[config.mk]
export PLATFORM = sky130hd
export DESIGN_NAME = linked_block_allocator_unit
export DESIGN_NICKNAME = d
export VERILOG_FILES = /design/src/hdl/lba_pkg.sv /design/src/hdl/linked_block_allocator_unit.sv /design/src/hdl/lba_ram.sv /design/src/hdl/lba_core.sv
export SDC_FILE = /design/constraint.sdc
export NUM_CORES = 1
export LEC_CHECK = 0
export BUFFER_PORTS_ARGS = -buffer_cell sky130_fd_sc_hd__buf_2
export CAP_MARGIN = 5
export CORE_MARGIN = 5
export CORE_UTILIZATION = 40
export CTS_CLUSTER_SIZE = 20
export DETAILED_ROUTE_END_ITERATION = 7
export SLEW_MARGIN = 10
export SYNTH_ARGS = -nofsm -noshare
export SYNTH_HDL_FRONTEND = slang
export SYNTH_HIERARCHICAL = 1
export SYNTH_SLANG_ARGS = --single-unit
[constraint.sdc]
create_clock -name clk_i -period 5.4 [get_ports clk_i]
set_input_delay 0.27 -clock clk_i [delete_from_list [all_inputs] [get_ports clk_i]]
set_output_delay 0.27 -clock clk_i [all_outputs]
set_load 0.05 [all_outputs]
[src/hdl/lba_pkg.sv]
// Shared types and constants for the linked block allocator.
// No dependencies; imported by lba_core and linked_block_allocator_unit.
`default_nettype none

package lba_pkg;

  localparam int BLOCKS_DEF  = 64;
  localparam int FILES_DEF   = 16;
  localparam int MAX_RESULTS = 64;

  localparam int KIND_W   = 1;
  localparam int SIZE_W   = 7;
  localparam int FILE_W   = 4;
  localparam int STATUS_W = 3;
  localparam int BLOCK_W  = 6;

  typedef enum logic [KIND_W-1:0] {
    KIND_CREATE = 1'b0,
    KIND_WALK   = 1'b1
  } lba_kind_e;

  typedef enum logic [STATUS_W-1:0] {
    ST_OK        = 3'd0,
    ST_DIR_FULL  = 3'd1,
    ST_NO_SPACE  = 3'd2,
    ST_ZERO_SIZE = 3'd3,
    ST_NO_FILE   = 3'd4
  } lba_status_e;

  typedef struct packed {
    lba_kind_e          kind;
    logic [SIZE_W-1:0]  size;
    logic [FILE_W-1:0]  file_index;
  } lba_in_t;

  typedef struct packed {
    lba_status_e        status;
    logic [FILE_W-1:0]  file_index_res;
    logic [BLOCK_W-1:0] block;
    logic [BLOCK_W-1:0] end_block;
    logic               last;
  } lba_out_t;

endpackage

`default_nettype wire

[src/hdl/linked_block_allocator_unit.sv]
// Linked block allocator top level: sequencer plus block table and directory RAMs.
// A create fills its chain in the block table, then writes the directory and emits its result;
// a walk reads the directory, then gives one chain word per cycle while the output flows.
// Create uses the table write port and walk uses the table read port.
// Reset: all blocks free, no files; RAM contents are not cleared.
// Depends on lba_pkg, lba_ram and lba_core.
`default_nettype none

module linked_block_allocator_unit #(
  parameter int BLOCKS = lba_pkg::BLOCKS_DEF,
  parameter int FILES  = lba_pkg::FILES_DEF
) (
  input  wire logic              clk_i,
  input  wire logic              rst_ni,
  input  wire logic              in_valid_i,
  input  wire lba_pkg::lba_in_t  in_word_i,
  output logic                   in_stall_o,
  output logic                   out_valid_o,
  output lba_pkg::lba_out_t      out_word_o,
  input  wire logic              out_stall_i
);

  import lba_pkg::*;

  localparam int BW  = $clog2(BLOCKS);
  localparam int FIW = (FILES > 1) ? $clog2(FILES) : 1;

  logic          tbl_we;
  logic [BW-1:0] tbl_waddr;
  logic [BW:0]   tbl_wdata;
  logic          tbl_re;
  logic [BW-1:0] tbl_raddr;
  logic [BW:0]   tbl_rdata;
  logic            dir_we;
  logic [FIW-1:0]  dir_waddr;
  logic [2*BW-1:0] dir_wdata;
  logic            dir_re;
  logic [FIW-1:0]  dir_raddr;
  logic [2*BW-1:0] dir_rdata;

  lba_core #(
    .BLOCKS (BLOCKS),
    .FILES  (FILES)
  ) u_core (
    .clk_i       (clk_i),
    .rst_ni      (rst_ni),
    .in_valid_i  (in_valid_i),
    .in_word_i   (in_word_i),
    .in_stall_o  (in_stall_o),
    .out_valid_o (out_valid_o),
    .out_word_o  (out_word_o),
    .out_stall_i (out_stall_i),
    .tbl_we_o    (tbl_we),
    .tbl_waddr_o (tbl_waddr),
    .tbl_wdata_o (tbl_wdata),
    .tbl_re_o    (tbl_re),
    .tbl_raddr_o (tbl_raddr),
    .tbl_rdata_i (tbl_rdata),
    .dir_we_o    (dir_we),
    .dir_waddr_o (dir_waddr),
    .dir_wdata_o (dir_wdata),
    .dir_re_o    (dir_re),
    .dir_raddr_o (dir_raddr),
    .dir_rdata_i (dir_rdata)
  );

  // entry: {end of chain, next block}
  lba_ram #(
    .WIDTH (BW + 1),
    .DEPTH (BLOCKS)
  ) u_tbl_ram (
    .clk_i   (clk_i),
    .we_i    (tbl_we),
    .waddr_i (tbl_waddr),
    .wdata_i (tbl_wdata),
    .re_i    (tbl_re),
    .raddr_i (tbl_raddr),
    .rdata_o (tbl_rdata)
  );

  // entry: {start block, end block}
  lba_ram #(
    .WIDTH (2 * BW),
    .DEPTH (FILES)
  ) u_dir_ram (
    .clk_i   (clk_i),
    .we_i    (dir_we),
    .waddr_i (dir_waddr),
    .wdata_i (dir_wdata),
    .re_i    (dir_re),
    .raddr_i (dir_raddr),
    .rdata_o (dir_rdata)
  );

  a_fill_busy: assert property (@(posedge clk_i) disable iff (!rst_ni)
    tbl_we |-> in_stall_o)
    else $error("block table written while input is open");

  a_dir_once: assert property (@(posedge clk_i) disable iff (!rst_ni)
    dir_we |=> !dir_we)
    else $error("directory written on two cycles in a row");

  a_accept_busy: assert property (@(posedge clk_i) disable iff (!rst_ni)
    in_valid_i && !in_stall_o |=> in_stall_o)
    else $error("input open right after accepting a word");

  a_port_excl: assert property (@(posedge clk_i) disable iff (!rst_ni)
    tbl_re |-> !tbl_we)
    else $error("block table read and written in the same cycle");

endmodule

`default_nettype wire

[src/hdl/lba_ram.sv]
// Generic single-write, single-read RAM with registered read data.
// No dependencies; used for the block table and the directory.
`default_nettype none

module lba_ram #(
  parameter int WIDTH = 8,
  parameter int DEPTH = 16
) (
  input  wire logic                                   clk_i,
  input  wire logic                                   we_i,
  input  wire logic [((DEPTH > 1) ? $clog2(DEPTH) : 1)-1:0] waddr_i,
  input  wire logic [WIDTH-1:0]                       wdata_i,
  input  wire logic                                   re_i,
  input  wire logic [((DEPTH > 1) ? $clog2(DEPTH) : 1)-1:0] raddr_i,
  output logic      [WIDTH-1:0]                       rdata_o
);

  logic [WIDTH-1:0] mem_q [DEPTH];
  logic [WIDTH-1:0] rdata_q;

  always_ff @(posedge clk_i) begin
    if (we_i) begin
      mem_q[waddr_i] <= wdata_i;
    end
    if (re_i) begin
      rdata_q <= mem_q[raddr_i];
    end
  end

  assign rdata_o = rdata_q;

endmodule

`default_nettype wire

[src/hdl/lba_core.sv]
// Allocator sequencer: fill pointer incrementer and compare, walk counter
// and stop compare, plus the output word register. Uses lba_pkg.
`default_nettype none

module lba_core #(
  parameter int BLOCKS = lba_pkg::BLOCKS_DEF,
  parameter int FILES  = lba_pkg::FILES_DEF
) (
  input  wire logic                clk_i,
  input  wire logic                rst_ni,
  input  wire logic                in_valid_i,
  input  wire lba_pkg::lba_in_t    in_word_i,
  output logic                     in_stall_o,
  output logic                     out_valid_o,
  output lba_pkg::lba_out_t        out_word_o,
  input  wire logic                out_stall_i,
  output logic                     tbl_we_o,
  output logic [$clog2(BLOCKS)-1:0] tbl_waddr_o,
  output logic [$clog2(BLOCKS):0]  tbl_wdata_o,
  output logic                     tbl_re_o,
  output logic [$clog2(BLOCKS)-1:0] tbl_raddr_o,
  input  wire logic [$clog2(BLOCKS):0] tbl_rdata_i,
  output logic                     dir_we_o,
  output logic [((FILES > 1) ? $clog2(FILES) : 1)-1:0] dir_waddr_o,
  output logic [2*$clog2(BLOCKS)-1:0] dir_wdata_o,
  output logic                     dir_re_o,
  output logic [((FILES > 1) ? $clog2(FILES) : 1)-1:0] dir_raddr_o,
  input  wire logic [2*$clog2(BLOCKS)-1:0] dir_rdata_i
);

  import lba_pkg::*;

  localparam int BW    = $clog2(BLOCKS);
  localparam int CW    = $clog2(BLOCKS + 1);
  localparam int FIW   = (FILES > 1) ? $clog2(FILES) : 1;
  localparam int FUW   = $clog2(FILES + 1);
  localparam int CMPF  = (FILE_W > FUW) ? FILE_W : FUW;
  localparam int SUMW  = ((SIZE_W > CW) ? SIZE_W : CW) + 1;
  localparam int LIMIT = (MAX_RESULTS < BLOCKS) ? MAX_RESULTS : BLOCKS;
  localparam int CNTW  = $clog2(LIMIT + 1);

  typedef enum logic [4:0] {
    S_IDLE = 5'b00001,
    S_FILL = 5'b00010,
    S_DIR  = 5'b00100,
    S_WALK = 5'b01000,
    S_EMIT = 5'b10000
  } lba_state_e;

  lba_state_e        state_q, state_d;
  logic [CW-1:0]     alloc_q, alloc_d;
  logic [FUW-1:0]    files_q, files_d;
  logic [BW-1:0]     ptr_q, ptr_d;
  logic [SIZE_W-1:0] rem_q, rem_d;
  logic [CNTW-1:0]   cnt_q, cnt_d;
  logic [BW-1:0]     blk_q, blk_d;
  logic [BW-1:0]     endb_q, endb_d;
  logic [FILE_W-1:0] fi_q, fi_d;
  lba_out_t          res_q, res_d;
  logic              out_valid_q, out_valid_d;
  lba_out_t          out_q, out_d;

  logic              slot_free;
  logic              load;
  logic [CW-1:0]     ptr_inc;
  logic [CNTW-1:0]   cnt_inc;
  logic              fill_last;
  logic              stop;

  assign slot_free  = !out_valid_q || !out_stall_i;
  assign in_stall_o = (state_q != S_IDLE);
  assign ptr_inc    = CW'(ptr_q) + CW'(1);
  assign cnt_inc    = cnt_q + CNTW'(1);
  assign fill_last  = (rem_q == SIZE_W'(1));
  assign stop       = tbl_rdata_i[BW] || (CW'(blk_q) >= alloc_q) ||
                      (cnt_inc >= CNTW'(LIMIT));

  always_comb begin
    state_d     = state_q;
    alloc_d     = alloc_q;
    files_d     = files_q;
    ptr_d       = ptr_q;
    rem_d       = rem_q;
    cnt_d       = cnt_q;
    blk_d       = blk_q;
    endb_d      = endb_q;
    fi_d        = fi_q;
    res_d       = res_q;
    load        = 1'b0;
    out_d       = out_q;
    tbl_we_o    = 1'b0;
    tbl_waddr_o = ptr_q;
    tbl_wdata_o = {fill_last, fill_last ? BW'(0) : BW'(ptr_inc)};
    tbl_re_o    = 1'b0;
    tbl_raddr_o = tbl_rdata_i[BW-1:0];
    dir_we_o    = 1'b0;
    dir_waddr_o = FIW'(files_q);
    dir_wdata_o = {BW'(alloc_q), ptr_q};
    dir_re_o    = 1'b0;
    dir_raddr_o = FIW'(in_word_i.file_index);

    case (state_q)
      S_IDLE: begin
        if (in_valid_i) begin
          fi_d                 = in_word_i.file_index;
          res_d                = '0;
          res_d.last           = 1'b1;
          state_d              = S_EMIT;
          if (in_word_i.kind == KIND_CREATE) begin
            if (files_q >= FUW'(FILES)) begin
              res_d.status = ST_DIR_FULL;
            end else if (in_word_i.size == '0) begin
              res_d.status = ST_ZERO_SIZE;
            end else if ((SUMW'(in_word_i.size) + SUMW'(alloc_q)) > SUMW'(BLOCKS)) begin
              res_d.status = ST_NO_SPACE;
            end else begin
              ptr_d   = BW'(alloc_q);
              rem_d   = in_word_i.size;
              state_d = S_FILL;
            end
          end else begin
            if (CMPF'(in_word_i.file_index) >= CMPF'(files_q)) begin
              res_d.status         = ST_NO_FILE;
              res_d.file_index_res = in_word_i.file_index;
            end else begin
              dir_re_o = 1'b1;
              state_d  = S_DIR;
            end
          end
        end
      end
      S_FILL: begin
        tbl_we_o = 1'b1;
        ptr_d    = BW'(ptr_inc);
        rem_d    = rem_q - SIZE_W'(1);
        if (fill_last) begin
          dir_we_o             = 1'b1;
          alloc_d              = ptr_inc;
          files_d              = files_q + FUW'(1);
          res_d.status         = ST_OK;
          res_d.file_index_res = FILE_W'(files_q);
          res_d.block          = BLOCK_W'(alloc_q);
          res_d.end_block      = BLOCK_W'(ptr_q);
          res_d.last           = 1'b1;
          state_d              = S_EMIT;
        end
      end
      S_DIR: begin
        blk_d       = dir_rdata_i[2*BW-1:BW];
        endb_d      = dir_rdata_i[BW-1:0];
        tbl_re_o    = 1'b1;
        tbl_raddr_o = dir_rdata_i[2*BW-1:BW];
        cnt_d       = '0;
        state_d     = S_WALK;
      end
      S_WALK: begin
        if (slot_free) begin
          load                 = 1'b1;
          out_d.status         = ST_OK;
          out_d.file_index_res = fi_q;
          out_d.block          = BLOCK_W'(blk_q);
          out_d.end_block      = BLOCK_W'(endb_q);
          out_d.last           = stop;
          cnt_d                = cnt_inc;
          if (stop) begin
            state_d = S_IDLE;
          end else begin
            blk_d    = tbl_rdata_i[BW-1:0];
            tbl_re_o = 1'b1;
          end
        end
      end
      S_EMIT: begin
        if (slot_free) begin
          load    = 1'b1;
          out_d   = res_q;
          state_d = S_IDLE;
        end
      end
      default: begin
        state_d = S_IDLE;
      end
    endcase

    if (load) begin
      out_valid_d = 1'b1;
    end else if (!out_stall_i) begin
      out_valid_d = 1'b0;
    end else begin
      out_valid_d = out_valid_q;
    end
  end

  always_ff @(posedge clk_i or negedge rst_ni) begin
    if (!rst_ni) begin
      state_q     <= S_IDLE;
      alloc_q     <= '0;
      files_q     <= '0;
      out_valid_q <= 1'b0;
    end else begin
      state_q     <= state_d;
      alloc_q     <= alloc_d;
      files_q     <= files_d;
      out_valid_q <= out_valid_d;
    end
  end

  always_ff @(posedge clk_i) begin
    ptr_q  <= ptr_d;
    rem_q  <= rem_d;
    cnt_q  <= cnt_d;
    blk_q  <= blk_d;
    endb_q <= endb_d;
    fi_q   <= fi_d;
    res_q  <= res_d;
    if (load) begin
      out_q <= out_d;
    end
  end

  assign out_valid_o = out_valid_q;
  assign out_word_o  = out_q;

endmodule

`default_nettype wire
==> metrics <==
outcome finished clean; most used cell, CP nand2_1; CP max stage cell mux4_2; asr flop ratio synth 2.39%; Hold Crit Class in -> reg; syn_nets 1,615; WP data arrival 4.50 ns; final setup skew 0.0261 ns; CTS Buffer Depth 3; f_max 0.243 GHz; clock sinks 752; total iterations of the first detailed-routing run 5; largest area contributor in the netlist edfxtp_1; sequential element share of the synthesized area 74.3%; DRC viols 0; post-route ant nets 0; worst-path maximum fanout 35; yosys warns 6; Final Cell Area 34,200 sq um; Final setup viols 0; grt ovf 0; EDFF count, synth 734; initial antenna violation count 1; Total Routed Length 67.7 mm; core area 74,700 sq um; Die Span X 285 um; worst slew pin tran 1.31 ns; Setup CP Type reg -> reg; total CTS buffers 77; critical path launch point u_core/state_q[1]; final period utilization 76.4%; CP startpoint kind flip-flop; final-layout fill cell count 6,177; Syn Inst Count 1,575; worst-path cell chain nor4_1 > nand2_1 > inv_1 > nand2_1 > nand2_4 > buf_12 > mux4_2 > a22oi_1 > a41oi_1 > a41o_1; syn_area_per_cell 19.2 sq um; post-DP HPWL 41.6 mm; # nets final 1,695; Post-Syn Area 30,300 sq um; CTS tree done; Slew Limit Fails 0; die height 285 um; register bit total from synthesis 752; Worst Path Required 5.77 ns; Routability Congestion 0.834; die area 81,300 sq um; mean number of vias per cell 5.67; Critical Path Sink Type flip-flop; I/O pin count 38; most common cell in the netlist edfxtp_1; Routed wire per std cell 25.2 um; Reg clk slew, reported paths 0.06 ns; top-area cell type share of the netlist area 72.8%; Crit path buffers/inverters 2; min cycle time layout 4.12 ns; Hold Fails Final Rpt 0; largest net degree at the start of global routing 64; Vias 15,211; Cell variety after synth 68; Worst path max stage delay 0.54 ns; Starting DRT DRC Count 1,634; pre-CTS setup slack 1.27 ns; initial cell density of the core 40.5%; reg2reg start u_core/state_q[1]; most frequent cells after synthesis edfxtp_1, mux4_2, nor2_1; GR Util All Layers 16.5%; setup slack after layout 1.28 ns; Pleak 11.1 nW; Post-synth top flop edfxtp_1; clk_lat worst skew 0.62 ns; final core occ 45.7%; family with the most delay on the worst path simple AND/OR/NAND/NOR gates; TNS Setup 0 ns; hold_sp in_word_i[5]; placed inst area 31,500 sq um; Rel. slew slack 12.0%; Max Cap Viol 0; I/O Buffers 37; RSZ-0062 raised after global routing false; top post-synthesis cells by area edfxtp_1, mux4_2, nor2_1; Rows 100; pwr dens 380 nW/um^2; layout cells sized above 1 21.5%; via count of the first global-routing pass 15,336; global-route wire length before repair 101 mm; Root Buffer clkbuf_16; H-tree levels 3; Layout area overhead 12.9%; peak supply drop 0.000243 V; n_diodes 0
==> tightest hold or removal path, delay by kind of cell <==
kind                   cells  cell delay [ns]
AO/OA/AOI/OAI              1             0.07
buffers and inverters      1             0.14
AND/OR/NAND/NOR            1             0.05
==> power breakdown <==
part | internal, mW | total, mW | switching [mW]
Sequential | 6.65 | 6.70 | 0.0552
Combinational | 0.284 | 0.992 | 0.708
Clock | 3.07 | 5.28 | 2.20
Total | 10.0 | 13.0 | 2.97
==> repair_timing <==
item                      in CTS  in global routing
resized for setup              0                  0
hold endpoints to repair      27                  0
setup buffers                  0                  0
hold buffers                  10                  0
==> cell families (layout without fill, tap and decap cells) <==
group,after synthesis,after routing,share of synthesized area [%]
compound gates,155,155,3.64
xor+xnor,18,18,0.521
fa+ha+maj,24,24,1.02
buf+inv,114,254,2.14
flops,752,752,74.3
mux,200,200,13.5
simple gates,312,312,4.87
==> sequential cells by signal, summed over array words and instances, names as in the netlist <==
register / flops
u_tbl_ram/mem_q: 448
u_dir_ram/mem_q: 192
u_core/alloc_q: 7
u_core/out_valid_o: 1
u_core/state_q: 5
u_core/tbl_waddr_o: 6
u_core/endb_q: 6
u_dir_ram/rdata_o: 12
u_core/rem_q: 7
u_core/out_word_o: 20
u_core/blk_q: 6
u_core/cnt_q: 7
u_core/res_q: 19
u_core/files_q: 5
u_tbl_ram/rdata_o: 7
u_core/fi_q: 4
==> layout by cell type, fill, tap and decap left out, types with 23 or more instances in the layout <==
| master | instances |
|---|---|
| edfxtp_1 | 734 |
| mux4_2 | 145 |
| nor2_1 | 109 |
| nand2_1 | 78 |
| clkbuf_16 | 77 |
| buf_4 | 40 |
| buf_2 | 37 |
| a22oi_1 | 32 |
| o21ai_0 | 23 |
| ha_1 | 23 |
==> final cells by class <==
class                           instances  area, sq um  area share, %
Clock buffer                           92         2010           5.89
Multi-Input combinational cell        709         7200           21.1
Clock inverter                         47          510           1.49
Sequential cell                       752        22500           65.8
Tap cell                              969         1210           3.55
Inverter                               25         93.8          0.275
Timing Repair Buffer                   90          646           1.89
==> layer usage <==
layer  wire [um]  track usage (%)  vias to the layer above
met3        4580             3.15                       76
met1       29800             23.7                     8033
li1            -                -                     6539
met5           0                0                        -
met2       32100             26.3                      563
met4        1240             4.30                        0
==> final timing paths <==
path                            cells after the start                    to  slack [ns]
worst min-delay path                                3       u_core/rem_q[1]        0.04
min in group asynchronous                           2    u_core/out_valid_o        0.15
worst max-delay path                               10  u_tbl_ram/rdata_o[0]        1.28
worst min register to register                      0      u_core/endb_q[2]        0.42
worst max register to register                     10  u_tbl_ram/rdata_o[0]        1.28
max in group asynchronous                           2     u_core/state_q[0]        4.90
==> metrics by stage <==
step	total power, mW	cells	hold slack [ns]
4_1_cts	13.1	2684	0.0107
2_1_floorplan	7.48	1575	-0.0256
3_5_place_dp	7.82	2535	0.261
5_1_grt	13.4	2684	0.0365
6_report	13.0	2684	0.0397
3_3_place_gp	7.79	2535	0.248
Note: power is estimated with default switching activity, not from simulation.
